--- src/design/spq_pkg.sv ---
package spq_pkg;

  localparam int QUEUE_DEPTH = 64;
  localparam int ID_BITS     = 20;
  localparam int KEY_BITS    = 32;

  localparam logic [1:0] OP_INSERT = 2'd0;
  localparam logic [1:0] OP_REMOVE = 2'd1;
  localparam logic [1:0] OP_UPDATE = 2'd2;

  localparam logic [1:0] STATUS_DONE  = 2'd0;
  localparam logic [1:0] STATUS_FULL  = 2'd1;
  localparam logic [1:0] STATUS_EMPTY = 2'd2;

  // What every cell of the row does on a clock edge.
  typedef enum logic [1:0] {
    ACT_HOLD   = 2'd0,
    ACT_INSERT = 2'd1,
    ACT_DELETE = 2'd2
  } act_t;

  typedef struct packed {
    act_t act;
    logic pop;
  } row_ctrl_t;

endpackage

--- src/design/spq_cell.sv ---
module spq_cell #(
  parameter int ID_BITS  = spq_pkg::ID_BITS,
  parameter int KEY_BITS = spq_pkg::KEY_BITS,
  parameter int CNT_BITS = $clog2(spq_pkg::QUEUE_DEPTH + 1),
  parameter int INDEX    = 0
) (
  input  logic                clk,
  input  spq_pkg::row_ctrl_t  ctrl,
  input  logic                take_right,
  input  logic [CNT_BITS-1:0] count,
  input  logic [ID_BITS-1:0]  new_id,
  input  logic [KEY_BITS-1:0] new_key,
  input  logic [ID_BITS-1:0]  left_id,
  input  logic [KEY_BITS-1:0] left_key,
  input  logic                left_before,
  input  logic [ID_BITS-1:0]  right_id,
  input  logic [KEY_BITS-1:0] right_key,
  output logic [ID_BITS-1:0]  id,
  output logic [KEY_BITS-1:0] key,
  output logic                in_front,
  output logic                match
);

  localparam logic [CNT_BITS-1:0] SLOT = CNT_BITS'(INDEX);

  logic occupied;
  logic key_after;

  assign occupied = SLOT < count;

  // The head keeps its place against an equal key; every other slot yields to it.
  generate
    if (INDEX == 0) begin : g_head
      assign key_after = key > new_key;
    end else begin : g_body
      assign key_after = key >= new_key;
    end
  endgenerate

  assign in_front = !occupied || key_after;
  assign match    = occupied && (id == new_id);

  always_ff @(posedge clk) begin
    case (ctrl.act)
      spq_pkg::ACT_INSERT: begin
        if (in_front) begin
          if (left_before) begin
            id  <= left_id;
            key <= left_key;
          end else begin
            id  <= new_id;
            key <= new_key;
          end
        end
      end
      spq_pkg::ACT_DELETE: begin
        if (take_right) begin
          id  <= right_id;
          key <= right_key;
        end
      end
      default: begin
      end
    endcase
  end

endmodule
--- config.mk ---
export PLATFORM = sky130hd
export DESIGN_NAME = spq_cell
export DESIGN_NICKNAME = d
export VERILOG_FILES = /design/src/design/spq_pkg.sv /design/src/design/spq_cell.sv
export SDC_FILE = /design/constraint.sdc
export NUM_CORES = 1
export LEC_CHECK = 0
export BUFFER_PORTS_ARGS = -buffer_cell sky130_fd_sc_hd__buf_2
export CORE_MARGIN = 3
export CORE_UTILIZATION = 24
export CTS_CLUSTER_DIAMETER = 60
export CTS_CLUSTER_SIZE = 14
export DETAILED_ROUTE_END_ITERATION = 8
export PLACE_DENSITY = 0.52
export SYNTH_ARGS = -nofsm -noshare
export SYNTH_HDL_FRONTEND = slang
export SYNTH_SLANG_ARGS = --single-unit
--- constraint.sdc ---
create_clock -name clk -period 13.4 [get_ports clk]
set_clock_uncertainty 0.2 [all_clocks]
set_input_delay 0.67 -clock clk [delete_from_list [all_inputs] [get_ports clk]]
set_output_delay 0.67 -clock clk [all_outputs]
set_load 0.05 [all_outputs]
; Yosys cells after proc, flatten, opt, wreduce, memory -nomap -nowiden
; Cells that the tools add are included.
[word_totals]
ff_bits = 52
latch_bits = 0
ramBits = 0
romBits = 0
input_bits = 169
output_inout_bits = 54
elab_cells = 22
mem_count = 0
[op_classes]
n_addsub = 0
multipliers = 0
div_mod_pow = 0
order_cmp = 2
n_eq_ne = 5
n_shift = 0
mux = 8
n_bitwise = 0
reduce_logical = 5
[ops]
columns = cell, count
row1 = 32-bit two-way mux, 3
row2 = 32-bit case mux with 2 select lines, 1
row3 = 20-bit two-way mux, 3
row4 = 20-bit case mux with 2 select lines, 1
row5 = 32-bit greater-than comparator, 1
row6 = 20-bit equality test, 1
row7 = "1-bit by 7-bit less-than comparator with 1-bit output, first input constant", 1
row8 = "2-bit != test, second input constant", 2
row9 = 3-bit AND reduction, 1
row10 = "2-bit by 1-bit equality test with 1-bit output, second input constant", 1
row11 = "2-bit equality test, second input constant", 1
row12 = 2-bit nonzero test, 1
row13 = 1-bit logical AND, 1
row14 = 1-bit logical NOT, 1
row15 = 1-bit logical OR, 1

; Depth between registers and ports, before layout
[logic_depth]
depth_word = 5
mapped_depth = 7
mapped_depth_nobuf = 7

; Worst setup path after synthesis
; No wires, ideal clock.
[synth_path]
path_kind = reg2reg
from = register key[1]
to = register id[0], enable pin
setup_ns = 0.493
arrival_time_ns = 4.528
t_required_ns = 12.707
setup_slack_ns = 8.179
path_stages_with_launch = 7
path_buffers = 0
period_less_slack_ns = 5.221
path_cell_list = edfxtp_1 -> ha_1 -> nor2b_1 -> o211ai_1 -> a2111oi_0 -> o31ai_1 -> a31oi_1
[synth_between]
elab_chain_cells = 4
[synth_rtl]
columns = item, line
row1 = "start, declared", spq_cell.sv:19  ; output logic [KEY_BITS-1:0] key,
row2 = "start signal, assigned", spq_cell.sv:49  ; key <= left_key;
row3 = "start signal, assigned", spq_cell.sv:52  ; key <= new_key;
row4 = "start signal, assigned", spq_cell.sv:59  ; key <= right_key;
row5 = 32-bit greater-than comparator, spq_cell.sv:34  ; assign key_after = key > new_key;
row6 = 1-bit logical OR, spq_cell.sv:40  ; assign in_front = !occupied || key_after;
row7 = 2-bit != test (no line), n/a
row8 = 3-bit AND reduction (no line), n/a
row9 = "end signal, assigned", spq_cell.sv:48  ; id <= left_id;
row10 = "end signal, assigned", spq_cell.sv:51  ; id <= new_id;
row11 = "end signal, assigned", spq_cell.sv:58  ; id <= right_id;
row12 = "end, declared", spq_cell.sv:18  ; output logic [ID_BITS-1:0] id,
; No other way between the ends.
; A chain may end at the register's enable or synchronous reset.

; Worst setup path after layout
[layout_path]
from = input new_key[7]
to = output in_front
[layout_between]
elab_chain_cells = 2
[layout_rtl]
columns = item, line
row1 = "start, declared", spq_cell.sv:12  ; input logic [KEY_BITS-1:0] new_key,
row2 = 32-bit greater-than comparator, spq_cell.sv:34
row3 = 1-bit logical OR, spq_cell.sv:40
row4 = "end, declared", spq_cell.sv:20  ; output logic in_front,
; No other way between the ends.

==> results.sh <==
export IMPL_syn2layout_area_growth_pct=40.79
export IMPL_syn_nets=577
export IMPL_whs_ns=0.4427
export IMPL_ir_drop_mv=0.07214
export IMPL_final_core_util=0.3524
export IMPL_yosys_area_top_type_share=0.4196
export IMPL_crit_path_end_kind="output pin"
export IMPL_ios=223
export IMPL_worstHoldPathType="in -> reg"
export IMPL_drt_initial_drc_count=103
export IMPL_die_h_um=130.5
export IMPL_clk_path_buf_depth=2
export IMPL_status="completed"
export IMPL_netlist_area_um2=3721
export IMPL_via_per_inst=4.543
export IMPL_async_reset_ff_frac=0
export IMPL_hpwl_mm=9.322
export IMPL_gp_congestion=0.7902
export IMPL_ys_warn_count=0
export IMPL_cts_tree="built"
export IMPL_final_setup_viol_count=0
export IMPL_layout_common_cells="buf_2, nand2_1, o21ai_0"
export IMPL_die_width_um=130.5
export IMPL_antenna_left=0
export IMPL_ys_flop_type="edfxtp_1"
export IMPL_grt_ovfl_total=0
export IMPL_start_kind="input pin"
export IMPL_timing_final_crit_period_ns=3.555
export IMPL_cts_resized_gates=0
export IMPL_leakagePower_uw=0.002545
export IMPL_htreeDepth=2
export IMPL_layout_commonest_cell="buf_2"
export IMPL_drive_gt1_frac=0.3983
export IMPL_clock_fmax_ghz=0.2813
export IMPL_yosys_register_bits=52
export IMPL_port_buffers=221
export IMPL_tns_ns=0
export IMPL_wl_per_cell_um=14.76
export IMPL_final_seq_area_um2=1562
export IMPL_rsz0062_at_grt="no"
export IMPL_drv_cap=0
export IMPL_cp_data_required_time_ns=12.53
export IMPL_via_count=3521
export IMPL_drc=0
export IMPL_min_period_over_period=0.2653
export IMPL_cts_hold_buf=0
export IMPL_num_rows=44
export IMPL_r2r_start="key[7]"
export IMPL_grt_pass1_wl_mm=17.28
export IMPL_grt_pass1_vias=3514
export IMPL_critPathArrivalTime_ns=2.68
export IMPL_drv_slew=0
export IMPL_final_net_count=790
export IMPL_root_buffer="clkbuf_16"
export IMPL_fillerInstances=1559
export IMPL_worst_slew_pin_slew_ns=0.8981
export IMPL_crit_start="new_key[7]"
export IMPL_setup_worst_path_end="in_front"
export IMPL_hold_viol=0
export IMPL_worstSetupPathType="in -> out"
export IMPL_yosysSeqAreaShare=0.4196
export IMPL_initial_core_util=0.2503
export IMPL_post_cts_buffers=0
export IMPL_core_um2=14860
export IMPL_path_clk_slew_ns=0.07
export IMPL_power_uw=537.2
export IMPL_rr_worst_depth=6
export IMPL_cts_sinks=52
export IMPL_clk_latency_ns=0.30
export IMPL_grt_max_degree=105
export IMPL_power_density_nw_per_um2=102.5
export IMPL_synthTopCellsByArea="edfxtp_1, mux2i_1, ha_1, o21ai_0, nand2_1"
export IMPL_cts_buffers=5
export IMPL_ys_types=31
export IMPL_antenna_found_initial=0
export IMPL_drtPass1Iterations=4
export IMPL_r2r_end="key[27]"
export IMPL_reg2reg_setup_slack_ns=10.01
export IMPL_synth_edf_count=52
export IMPL_syn_avg_cell_area_um2=9.896
export IMPL_crit_fanout=3
export IMPL_timing_slew_headroom=0.4013
export IMPL_wl_mm=11.44
export IMPL_die_area_um2=17030
export IMPL_multiInputGateArea_um2=1982
export IMPL_grtUsageTotal=0.1294
export IMPL_postSynthCellCount=376
export IMPL_yosys_area_top_type="edfxtp_1"
[synthesized netlist by cell type (2+ instances only)]
cell and number:
a21o_1 2, a21oi_1 14, and4_1 4, buf_2 6
clkbuf_1 11, edfxtp_1 52, ha_1 32, inv_1 33
mux2i_1 52, nand2_1 57, nand3_1 5, nand4_1 7
nor2_1 3, nor3_1 3, nor4_1 5, o21ai_0 56
o31ai_1 2, xnor2_1 4, xor2_1 16
[per-stage QoR]
stage / instances / cell area [um2] / setup slack, ns
floorplan: 376 / 3721 / 8.179
global placement: 766 / 5021 / 9.479
detailed placement: 766 / 5021 / 9.447
CTS: 774 / 5236 / 9.768
global route: 774 / 5236 / 9.645
finish: 775 / 5239 / 9.845
[logic make-up after synthesis]
logic type	count (synthesis)	share of synthesized area
multiplexers	52	0.1399
AO/OA/AOI/OAI	80	0.1157
XOR/XNOR	20	0.04707
adder cells (fa/ha/maj)	32	0.1076
flip-flops	52	0.4196
buffers and inverters	50	0.05246
AND/OR/NAND/NOR	90	0.1177
[worst min-delay path by stage]
stage	cells past startpoint	startpoint	endpoint
2_1_floorplan	2	right_id[0]	id[0]
3_3_place_gp	3	right_key[24]	key[24]
3_5_place_dp	3	right_id[16]	id[16]
4_1_cts	3	right_id[3]	id[3]
5_1_grt	3	right_id[16]	id[16]
6_report	3	right_id[9]	id[9]
[critical path, stage by stage]
cell and delay, ns:
buf_2 0.09, inv_1 0.04, ha_1 0.32, a21oi_1 0.15, o21ai_0 0.17, a221o_1 0.33, o31ai_1 0.53, a21oi_1 0.13
buf_2 0.25
[power by group]
group | leakage [uW] | internal [uW] | switching [uW]
clock network | 0.000104 | 126 | 61.8
registers | 0.000490 | 196 | 7.00
logic | 0.00195 | 52.2 | 94.0
[sequential cells by signal (all words and copies together) (netlist names)]
register	cells
id	20
key	32
[layer usage]
layer / global-route usage / vias to the layer above / routed length, um
li1: - / 1783 / -
met1: 0.1586 / 1589 / 4937
met2: 0.2201 / 139 / 5396
met3: 0.04228 / 10 / 942
met4: 0.03267 / 0 / 163
met5: 0 / - / 0
[cell type report]
| cell class | instances | area share |
|---|---|---|
| diodes | 1 | 0.0004777 |
| clock buffers | 5 | 0.02388 |
| clock inverters | 3 | 0.01720 |
| inverters | 33 | 0.02364 |
| multi-input cells | 274 | 0.3783 |
| flip-flops and latches | 52 | 0.2981 |
| well taps | 184 | 0.04395 |
| repair buffers | 223 | 0.2145 |
No activity file was read; power rests on OpenSTA's default activity.
